===== src/rtl/core/assert_macros.svh =====
// Assertion helpers used by packet_rule_filter.sv.
`ifndef ASSERT_MACROS_SVH
`define ASSERT_MACROS_SVH
// Implication checked on every rising clock edge outside reset.
`define ASSERT_IMPLIES(label, clk, rst_n, pre, post) \
    label: assert property (@(posedge clk) disable iff (!rst_n) (pre) |-> (post)) \
        else $error("assertion failed");
// Next-cycle implication checked outside reset.
`define ASSERT_NEXT(label, clk, rst_n, pre, post) \
    label: assert property (@(posedge clk) disable iff (!rst_n) (pre) |=> (post)) \
        else $error("assertion failed");
`endif


===== src/rtl/core/prf_pkg.sv =====
// ---------------------------------------------------------------------------
// prf_pkg
// Shared types and constants of the packet rule filter.
// ---------------------------------------------------------------------------
`default_nettype none
package prf_pkg;
    localparam int RULES = 16;
    localparam int IDX_W = $clog2(RULES);
    localparam int CNT_W = $clog2(RULES + 1);

    localparam logic [1:0] KIND_CLEAR    = 2'd0;
    localparam logic [1:0] KIND_APPEND   = 2'd1;
    localparam logic [1:0] KIND_CLASSIFY = 2'd2;

    localparam logic [7:0] IPP_ICMP = 8'd1;
    localparam logic [7:0] IPP_TCP  = 8'd6;
    localparam logic [7:0] IPP_UDP  = 8'd17;

    localparam logic [1:0] RP_TCP  = 2'd0;
    localparam logic [1:0] RP_UDP  = 2'd1;
    localparam logic [1:0] RP_ICMP = 2'd2;

    localparam logic [3:0] CAUSE_NONE  = 4'd0;
    localparam logic [3:0] CAUSE_TCP   = 4'd1;
    localparam logic [3:0] CAUSE_UDP   = 4'd2;
    localparam logic [3:0] CAUSE_ICMP  = 4'd3;
    localparam logic [3:0] CAUSE_SIP   = 4'd4;
    localparam logic [3:0] CAUSE_DIP   = 4'd5;
    localparam logic [3:0] CAUSE_SPORT = 4'd6;
    localparam logic [3:0] CAUSE_DPORT = 4'd7;
    localparam logic [3:0] CAUSE_TIME  = 4'd8;
    localparam logic [3:0] CAUSE_DEV   = 4'd9;
    localparam int NCHK = 9;

    typedef struct packed {
        logic [1:0]  kind;
        logic [7:0]  proto_code;
        logic [7:0]  dev_id;
        logic [31:0] src_ip;
        logic [31:0] dst_ip;
        logic [15:0] sport;
        logic [15:0] dport;
        logic [31:0] time_start;
        logic [31:0] time_end;
    } t_in;

    typedef struct packed {
        logic       drop;
        logic [3:0] cause;
        logic [3:0] rule_index;
        logic       load_ok;
    } t_out;

    // One stored rule.
    typedef struct packed {
        logic [1:0]  proto;
        logic [7:0]  dev;
        logic [31:0] sip;
        logic [31:0] dip;
        logic [15:0] sport;
        logic [15:0] dport;
        logic [31:0] tstart;
        logic [31:0] tend;
    } t_rule;

    // Packet fields broadcast to every cell.
    typedef struct packed {
        logic [7:0]  proto;
        logic [7:0]  dev;
        logic [31:0] sip;
        logic [31:0] dip;
        logic [15:0] sport;
        logic [15:0] dport;
        logic [31:0] now;
    } t_pkt;

    // Per-check first-hit state passed along the chain.
    typedef struct packed {
        logic [NCHK-1:0]             hit;
        logic [NCHK-1:0][IDX_W-1:0]  idx;
    } t_hits;
endpackage
`default_nettype wire


===== src/rtl/core/packet_rule_filter.sv =====
// Packet rule filter. Each transaction clears the rule table, appends one
// rule, or classifies one packet (other kinds leave the table alone);
// every transaction yields one result. The packet is registered, then its
// hits from the chain of rule cells (one cell per rule, each merging into
// the first-hit record from its neighbor) are encoded into the result
// register. The next transaction is accepted in the cycle after the
// previous result is registered; while a result waits at the output, the
// following transaction stays in the item register until the result is
// taken. No clearing pass is needed after reset.
`default_nettype none
`include "assert_macros.svh"
module packet_rule_filter (
    input  wire logic           i_clk,
    input  wire logic           i_rst_n,
    input  wire logic           i_valid,
    output logic                o_stall,
    input  wire prf_pkg::t_in   i_data,
    output logic                o_valid,
    input  wire logic           i_stall,
    output prf_pkg::t_out       o_data
);
    import prf_pkg::*;

    logic               r_busy;
    t_in                r_item;
    t_in                n_item;
    logic [CNT_W-1:0]   r_count;
    logic               r_valid;
    t_out               r_out;
    logic               w_take;
    logic               w_out_free;
    t_pkt               w_pkt;
    t_hits              w_chain [RULES+1];
    logic               w_wr;
    t_out               n_out;

    assign w_out_free = !r_valid || !i_stall;
    assign o_stall    = r_busy;
    assign w_take     = i_valid && !r_busy;

    assign w_pkt = '{proto: r_item.proto_code, dev: r_item.dev_id, sip: r_item.src_ip,
                     dip: r_item.dst_ip, sport: r_item.sport,
                     dport: r_item.dport, now: r_item.time_start};

    assign w_wr = w_take && i_data.kind == KIND_APPEND && i_data.proto_code <= 8'd3
                  && r_count < CNT_W'(RULES);

    // Chain of rule cells.
    assign w_chain[0] = '0;
    for (genvar g = 0; g < RULES; g++) begin : g_cell
        prf_cell u_cell (
            .i_clk    (i_clk),
            .i_wr     (w_wr && r_count == CNT_W'(g)),
            .i_rule   ('{proto: i_data.proto_code[1:0], dev: i_data.dev_id,
                         sip: i_data.src_ip, dip: i_data.dst_ip,
                         sport: i_data.sport, dport: i_data.dport,
                         tstart: i_data.time_start, tend: i_data.time_end}),
            .i_active (CNT_W'(g) < r_count),
            .i_my_idx (IDX_W'(g)),
            .i_pkt    (w_pkt),
            .i_hits   (w_chain[g]),
            .o_hits   (w_chain[g+1])
        );
    end

    // Result encoding: first check in priority order that hit.
    always_comb begin
        n_out = '0;
        case (r_item.kind)
            KIND_CLEAR, KIND_APPEND: n_out.load_ok = r_item.time_end[0];
            KIND_CLASSIFY: begin
                for (int c = NCHK - 1; c >= 0; c--) begin
                    if (w_chain[RULES].hit[c]) begin
                        n_out.drop       = 1'b1;
                        n_out.cause      = 4'(c + 1);
                        n_out.rule_index = 4'(w_chain[RULES].idx[c]);
                    end
                end
            end
            default: n_out = '0;
        endcase
    end

    // Control: hold an item until the output is free, then publish its result.
    always_ff @(posedge i_clk) begin
        if (!i_rst_n) begin
            r_busy  <= 1'b0;
            r_valid <= 1'b0;
            r_count <= '0;
        end else begin
            if (r_busy && w_out_free) begin
                r_valid <= 1'b1;
            end else if (r_valid && !i_stall) begin
                r_valid <= 1'b0;
            end
            if (w_take) begin
                r_busy <= 1'b1;
                if (i_data.kind == KIND_CLEAR) begin
                    r_count <= '0;
                end else if (w_wr) begin
                    r_count <= r_count + 1'b1;
                end
            end else if (r_busy && w_out_free) begin
                r_busy  <= 1'b0;
            end
        end
    end

    // For load items, time_end bit 0 carries load success.
    always_comb begin
        n_item = i_data;
        if (i_data.kind == KIND_CLEAR || i_data.kind == KIND_APPEND) begin
            n_item.time_end[0] = i_data.kind == KIND_CLEAR || w_wr;
        end
    end

    // Item and result registers.
    always_ff @(posedge i_clk) begin
        if (w_take) begin
            r_item <= n_item;
        end
        if (r_busy && w_out_free) begin
            r_out <= n_out;
        end
    end

    assign o_valid = r_valid;
    assign o_data  = r_out;

    `ASSERT_IMPLIES(a_count_range, i_clk, i_rst_n, 1'b1, r_count <= CNT_W'(RULES))
    `ASSERT_IMPLIES(a_no_take_busy, i_clk, i_rst_n, r_busy, !w_take)
    `ASSERT_NEXT(a_busy_to_out, i_clk, i_rst_n, r_busy && w_out_free, r_valid && !r_busy)
endmodule
`default_nettype wire


===== src/rtl/core/prf_cell.sv =====
// ---------------------------------------------------------------------------
// prf_cell
// Holds one rule, compares it with the packet and merges its hits into the
// first-hit record handed along the chain.
// ---------------------------------------------------------------------------
`default_nettype none
module prf_cell (
    input  wire logic                  i_clk,
    input  wire logic                  i_wr,
    input  wire prf_pkg::t_rule        i_rule,
    input  wire logic                  i_active,
    input  wire logic [prf_pkg::IDX_W-1:0] i_my_idx,
    input  wire prf_pkg::t_pkt         i_pkt,
    input  wire prf_pkg::t_hits        i_hits,
    output prf_pkg::t_hits             o_hits
);
    import prf_pkg::*;

    t_rule r_rule;
    logic [NCHK-1:0] w_hit;

    // Rule storage, written on append.
    always_ff @(posedge i_clk) begin
        if (i_wr) begin
            r_rule <= i_rule;
        end
    end

    // The nine compares for this rule.
    always_comb begin
        w_hit[0] = i_pkt.proto == IPP_TCP && r_rule.proto == RP_TCP;
        w_hit[1] = i_pkt.proto == IPP_UDP && r_rule.proto == RP_UDP;
        w_hit[2] = i_pkt.proto == IPP_ICMP && r_rule.proto == RP_ICMP;
        w_hit[3] = r_rule.sip != '0 && r_rule.sip == i_pkt.sip;
        w_hit[4] = r_rule.dip != '0 && r_rule.dip == i_pkt.dip;
        w_hit[5] = i_pkt.proto == IPP_TCP && r_rule.sport != '0 &&
                   r_rule.sport == i_pkt.sport;
        w_hit[6] = i_pkt.proto == IPP_TCP && r_rule.dport != '0 &&
                   r_rule.dport == i_pkt.dport;
        w_hit[7] = r_rule.tstart <= i_pkt.now && i_pkt.now <= r_rule.tend;
        w_hit[8] = r_rule.dev != '0 && r_rule.dev == i_pkt.dev;
    end

    // An earlier rule keeps its claim on each check.
    always_comb begin
        o_hits = i_hits;
        for (int c = 0; c < NCHK; c++) begin
            if (!i_hits.hit[c] && i_active && w_hit[c]) begin
                o_hits.hit[c] = 1'b1;
                o_hits.idx[c] = i_my_idx;
            end
        end
    end
endmodule
`default_nettype wire


===== config.mk =====
export PLATFORM = sky130hd
export DESIGN_NAME = packet_rule_filter
export DESIGN_NICKNAME = d
export VERILOG_FILES = /design/src/rtl/core/prf_pkg.sv /design/src/rtl/core/packet_rule_filter.sv /design/src/rtl/core/prf_cell.sv
export VERILOG_INCLUDE_DIRS = /design/src /design/src/rtl/core
export SDC_FILE = /design/constraint.sdc
export NUM_CORES = 2
export LEC_CHECK = 0
export ABC_AREA = 1
export BUFFER_PORTS_ARGS = -buffer_cell sky130_fd_sc_hd__buf_2
export CAP_MARGIN = 20
export CELL_PAD_IN_SITES_DETAIL_PLACEMENT = 0
export CELL_PAD_IN_SITES_GLOBAL_PLACEMENT = 1
export CORE_MARGIN = 2
export CORE_UTILIZATION = 25
export CTS_CLUSTER_DIAMETER = 200
export DETAILED_ROUTE_END_ITERATION = 8
export PLACE_DENSITY_LB_ADDON = 0.1
export SLEW_MARGIN = 0
export SYNTH_ARGS = -nofsm -noshare
export SYNTH_HDL_FRONTEND = slang
export SYNTH_SLANG_ARGS = --single-unit

===== constraint.sdc =====
create_clock -name i_clk -period 33.6 [get_ports i_clk]
set_input_delay 1.68 -clock i_clk [delete_from_list [all_inputs] [get_ports i_clk]]
set_output_delay 1.68 -clock i_clk [all_outputs]
set_load 0.005 [all_outputs]

Word-level counts from Yosys, hierarchy flattened
Cells that the tools add are included.
W data, S select, Z words.
{ "word_totals": {"reg_bits": 2884, "output_inout_bits": 12, "wordCells": 1352} }
{ "op_classes": {"n_addsub": 1, "n_lt_le_gt_ge": 50, "eq_ne": 133, "mux": 295, "n_bitwise": 1, "reduce_logical": 725} }
{ "op_table": {"columns": ["cell", "count"], "rows": [
  ["$eq A32 B32 Y1", 32],
  ["$le A32 B32 Y1", 32],
  ["$reduce_bool A32 Y1", 32],
  ["$eq A16 B16 Y1", 32],
  ["$reduce_bool A16 Y1", 32],
  ["$logic_and A1 B1 Y1", 477],
  ["$mux W4", 72],
  ["$mux W1", 158],
  ["$logic_not A1 Y1", 138],
  ["$eq A8 B8 Y1", 16],
  ["$reduce_bool A8 Y1", 16],
  ["$mux W3", 36],
  ["$mux W9", 9],
  ["$eq A5 B4 Y1 const B", 8],
  ["$lt A4 B5 Y1 const A", 8],
  ["$eq A2 B1 Y1 const B", 18],
  ["$logic_not A2 Y1", 18],
  ["$mux W2", 18],
  ["$eq A2 B2 Y1 const B", 17],
  ["$eq A5 B3 Y1 const B", 4],
  ["$lt A3 B5 Y1 const A", 4],
  ["$eq A5 B2 Y1 const B", 2],
  ["$lt A1 B5 Y1 const A", 2],
  ["$lt A2 B5 Y1 const A", 2],
  ["16 further kinds", 22]
]} }

Logic depth before layout (Yosys ltp)
{ "depth": {"depth_word": 73, "ltp_mapped": 33, "depth_no_buf": 33} }

Hierarchy
From an unflattened synthesis, not the netlist that was laid out.
{ "unflattened": {"hier_cells": 15031, "hier_area_um2": 153921.4} }
{ "modules_own_cells": {"columns": ["module", "n_inst", "cells_each", "area_each_um2", "seq_area_each_um2"], "rows": [
  ["prf_cell (g_cell[0].u_cell ...)", 13, 915, 9250.1, 5104.9],
  ["prf_cell (g_cell[7].u_cell ...)", 3, 914, 9251.4, 5104.9],
  ["packet_rule_filter", 1, 394, 5915.7, 4854.7]
]} }

Least setup slack after synthesis
OpenSTA, ideal clock, no wires.
{ "synth_path": {"path_kind": "input port to flip-flop", "startpoint": "input i_valid", "endpoint": "register g_cell[7].u_cell.r_rule[0] (netlist bit), enable pin", "setup_time_ns": 1.116, "t_arrival_ns": 24.994, "required_ns": 32.484, "slack_ns": 7.490, "cell_stages": 6, "n_path_buf": 0, "path_cell_list": "inv_1 -> nor2_1 -> inv_1 -> nor4_1 -> nand2_1 -> nor4_1"} }
{ "synth_between": {"elab_chain_cells": 5} }
{ "synth_rtl": {"columns": ["item", "line", "text"], "rows": [
  ["start, declared", "packet_rule_filter.sv:15", "input wire logic i_valid,"],
  ["$logic_and A1 B1 Y1", "packet_rule_filter.sv:39", "assign w_take = i_valid && !r_busy;"],
  ["named net w_take", "packet_rule_filter.sv:30", "logic w_take;"],
  ["$logic_and A1 B1 Y1 (2 in series)", "packet_rule_filter.sv:45", "assign w_wr = w_take && i_data.kind == KIND_APPEND && i_data.proto_code <= 8'd3"],
  ["$logic_and A1 B1 Y1", "packet_rule_filter.sv:46", "&& r_count < CNT_W'(RULES);"],
  ["$logic_and A1 B1 Y1", "packet_rule_filter.sv:53", ".i_wr (w_wr && r_count == CNT_W'(g)),"],
  ["named net g_cell[7].u_cell.i_wr", "prf_cell.sv:9", "input wire logic i_wr,"],
  ["end signal, assigned", "prf_cell.sv:25", "r_rule <= i_rule;"],
  ["end, declared", "prf_cell.sv:19", "t_rule r_rule;"]
]} }
The timed path passes the listed nets, and every way through them passes these cells.
A chain may end at the register's enable or synchronous reset.

Worst setup path in the final report
{ "layout_path": {"startpoint": "register r_count[2]", "endpoint": "register r_out (netlist bit o_data[1]), data pin"} }
{ "layout_between": {"elab_chain_cells": 72} }
{ "layout_rtl": {"columns": ["item", "line", "text"], "rows": [
  ["start, declared", "packet_rule_filter.sv:27", "logic [CNT_W-1:0] r_count;"],
  ["start signal, assigned", "packet_rule_filter.sv:101", "r_count <= r_count + 1'b1;"],
  ["$lt A1 B5 Y1", "packet_rule_filter.sv:58", ".i_active (CNT_W'(g) < r_count),"],
  ["$logic_and A1 B1 Y1", "prf_cell.sv:48", "if (!i_hits.hit[c] && i_active && w_hit[c]) begin"],
  ["$mux W1", "prf_cell.sv:48", null],
  ["$logic_not A1 Y1", "prf_cell.sv:48", null],
  ["$logic_and A1 B1 Y1 (2 in series)", "prf_cell.sv:48", null],
  ["$mux W1", "prf_cell.sv:48", null],
  ["$logic_not A1 Y1", "prf_cell.sv:48", null],
  ["$logic_and A1 B1 Y1 (2 in series)", "prf_cell.sv:48", null],
  ["(+45 left out)", null, null],
  ["$logic_not A1 Y1", "prf_cell.sv:48", null],
  ["$logic_and A1 B1 Y1 (2 in series)", "prf_cell.sv:48", null],
  ["$mux W1", "prf_cell.sv:48", null],
  ["$logic_not A1 Y1", "prf_cell.sv:48", null],
  ["$logic_and A1 B1 Y1 (2 in series)", "prf_cell.sv:48", null],
  ["$mux W4 / $mux W1 (equally long branches)", "prf_cell.sv:48", null],
  ["$mux W9 (8 in series)", "packet_rule_filter.sv:73", "if (w_chain[RULES].hit[c]) begin"],
  ["$mux W9 *", "packet_rule_filter.sv:73", null],
  ["end signal, assigned", "packet_rule_filter.sv:123", "r_out <= n_out;"],
  ["end, declared", "packet_rule_filter.sv:29", "t_out r_out;"]
]} }
Mark *: on every way between the ends. The rest lies on a longest branch, timed or not.

==> flow_summary.json <==
{
  "vias_per_cell": 4.821,
  "crit_start": "r_count[2]$_SDFFE_PN0P_",
  "crit_required_ns": 34.32,
  "irDropWorstVdd_mv": 0.03951,
  "cts_tree": "done",
  "rrSetupSlack_ns": 27.39,
  "grt_pass1_wl_um": 802100,
  "drc": 0,
  "antenna_found_initial": 84,
  "async_flop_share_pct": 0,
  "reg2regPathDepth": 20,
  "first_pass_iters": 5,
  "max-slew-margin-rel_pct": 24.93,
  "globalplace.congestion": 0.8298,
  "timing.fmax_mhz": 161.0,
  "die_h_um": 756.1,
  "yosysTopAreaCell": "edfxtp_1",
  "synthTopCellsByArea": "edfxtp_1, ha_1, xor2_1, nand2_1, xnor2_1",
  "synth_edf_count": 2877,
  "rsz0062_at_grt": "no",
  "postCtsResizedCells": 0,
  "io_buffers": 193,
  "cp.arrival_ns": 6.94,
  "postCtsSetupRepairBufs": 0,
  "grt_max_degree": 125,
  "syn-num-nets": 12720,
  "synthFlopType": "edfxtp_1",
  "cts.clk_slew.worst_paths_ns": 0.05,
  "hold_viol": 0,
  "wl_per_cell_um": 29.53,
  "cts-htree-levels": 5,
  "yosysMostFrequentCell": "edfxtp_1",
  "clock_sinks": 2884,
  "crit_fanout": 7,
  "seq_area_frac_synth_pct": 61.19,
  "p_per_area_nw_per_um2": 52.07,
  "syn-cell-area_sq_um": 141400,
  "grt_pass1_vias": 97340,
  "core_sq_um": 564300,
  "ant_nets": 0,
  "drt_iter0_drc": 8394,
  "cts-root-buf": "clkbuf_16",
  "grt-ovfl-total": 0,
  "synth_cells": 11510,
  "synth_warnings": 0,
  "drv_slew": 0,
  "synth.distinct_cells": 80,
  "grt_usage_pct": 20.12,
  "setup_total_negative_slack_ns": 0,
  "final_layout_size_suffix_gt1_share_pct": 9.776,
  "dpl.hpwl_um": 373000,
  "postCtsHoldBufs": 0,
  "synth_top_area_share_pct": 61.09,
  "drv_cap": 0,
  "dieWidth_um": 756.1,
  "outcome": "finished clean",
  "place_inst": 19270,
  "clock_path_buffers": 4,
  "routed_wl_um": 589900,
  "area_growth_pct": 16.69,
  "r2r-start": "r_count[2]$_SDFFE_PN0P_",
  "finalCritPeriodShare_pct": 18.49,
  "critical_path.endpoint": "o_data[1]$_SDFFCE_PP0P_",
  "power.leakage_nw": 59.97,
  "postPlaceCellArea_sq_um": 153000,
  "setup_viol": 0,
  "rows": 276,
  "worst_slew_pin_slew_ns": 1.117,
  "final-instance-count-excl-fill": 19980,
  "cp-end-kind": "register",
  "period_needed_ns": 6.212,
  "dieArea_sq_um": 571700,
  "clock_latency_ns": 1.00,
  "synth_seq_cells": 2884,
  "final_area_sq_um": 165000,
  "initial_core_util_pct": 25.06,
  "via_count": 96320,
  "start_kind": "register",
  "hp-class": "register to register",
  "cts_made_buffers": 368,
  "worstSetupPathType": "register to register",
  "finClkSkew_ns": 0.06797,
  "syn_area_per_cell_sq_um": 12.29,
  "fin_nets": 13340,
  "r2r-end": "o_data[1]$_SDFFCE_PP0P_",
  "synth_commonest_cells": "edfxtp_1, nand2_1, inv_1",
  "num_io_pins": 194
}
[worst min path at each step]
stage | startpoint | endpoint | slack [ns] | cells after the start
6_report | o_valid$_SDFFE_PN0P_ | o_valid$_SDFFE_PN0P_ | 0.48 | 2
5_1_grt | o_valid$_SDFFE_PN0P_ | o_valid$_SDFFE_PN0P_ | 0.51 | 2
4_1_cts | o_valid$_SDFFE_PN0P_ | o_valid$_SDFFE_PN0P_ | 0.49 | 2
3_5_place_dp | o_valid$_SDFFE_PN0P_ | o_valid$_SDFFE_PN0P_ | 0.48 | 2
3_3_place_gp | o_valid$_SDFFE_PN0P_ | o_valid$_SDFFE_PN0P_ | 0.46 | 2
2_1_floorplan | o_valid$_SDFFE_PN0P_ | o_valid$_SDFFE_PN0P_ | 0.46 | 2
[state kept, by name (all words and copies together), names as in the netlist]
register / cells
g_cell.u_cell.r_rule: 2720
o_data: 10
o_stall: 1
o_valid: 1
r_count: 5
r_item: 147
[worst max-delay path: stages, from the launching register on]
cell	delay [ns]
dfxtp_1	0.57
nand2_1	0.32
nand2_1	0.13
buf_4	0.26
inv_1	0.44
nor2_4	0.86
inv_1	0.29
nor2_1	0.69
inv_1	0.47
nor3_1	0.65
inv_1	0.16
nand4_1	0.13
nand3_1	0.17
nor2_1	0.16
nand2_1	0.15
nand2_1	0.09
nand2_1	0.06
nand2_1	0.07
nand2_1	0.06
nand2_1	0.08
a21oi_1	0.06
[through the flow]
stage | power, W | utilization, % | worst slack [ns] | hold WS (ns)
2_1_floorplan | 0.004349 | - | 7.490 | 0.4598
3_3_place_gp | 0.004709 | 27.11 | 26.72 | 0.4553
3_5_place_dp | 0.004711 | 27.12 | 26.68 | 0.4778
4_1_cts | 0.008716 | 29.23 | 27.21 | 0.4875
5_1_grt | 0.008883 | 29.23 | 27.25 | 0.5083
6_report | 0.008592 | 29.24 | 27.39 | 0.4821
[logic make-up after synthesis]
| logic type | after synthesis | share of synthesized area [%] |
|---|---|---|
| AND/OR/NAND/NOR | 3858 | 13.43 |
| flip-flops | 2884 | 61.19 |
| buffers and inverters | 1382 | 3.835 |
| XOR/XNOR | 1269 | 7.859 |
| AO/OA/AOI/OAI | 1090 | 4.600 |
| adder cells (fa/ha/maj) | 1027 | 9.086 |
[cells in the final DEF, fill, tap and decap left out, types with 10 or more instances in the layout]
cell           n
a2111oi_0     15
a211oi_1      43
a21oi_1      542
a221oi_1      17
and3_1        17
buf_2        198
buf_4        270
bufinv_16     33
clkbuf_1      74
clkbuf_16    376
clkinv_1      77
clkinv_2      80
clkinvlp_4    17
diode_2       33
edfxtp_1    2877
ha_1        1027
inv_1       1143
nand2_1     1336
nand3_1      267
nand3b_1      30
nand4_1      440
nor2_1       616
nor2_2        12
nor2_4        17
nor3_1       184
nor3_2        10
nor3b_1       46
nor4_1       672
nor4b_1       21
o2111ai_1     33
o211ai_1      20
o21a_1        31
o21ai_0      206
o21bai_1      17
o221ai_1      47
o22ai_1       39
or2_2        122
or4_1         29
xnor2_1      501
xor2_1       768
[cell type report]
type	instances	area, sq um
antenna	33	82.58
clock buffer	450	9687
clock inverter	224	2180
fill	57260	399300
inverter	1163	4372
multi-input combinational	7244	49650
sequential	2884	86530
tap	7506	9392
timing repair buffer	473	3118
[routing by layer]
| layer | global-route usage [%] | share of wire (%) | vias to the layer above |
|---|---|---|---|
| met5 | 0 | 0.014 | - |
| met4 | 5.370 | 3.0 | 16 |
| met3 | 2.594 | 4.6 | 772 |
| met2 | 33.96 | 47 | 2697 |
| met1 | 27.12 | 45 | 49390 |
| li1 | - | - | 43450 |
[power breakdown]
| part | switching [W] | leakage (nW) | total (W) | internal (W) |
|---|---|---|---|---|
| Sequential | 0.0000107 | 26.0 | 0.00398 | 0.00397 |
| Combinational | 0.000483 | 28.2 | 0.000640 | 0.000157 |
| Clock | 0.00166 | 5.78 | 0.00397 | 0.00231 |
| Total | 0.00216 | 60.0 | 0.00859 | 0.00644 |
Note: power is estimated with default switching activity, not from simulation.
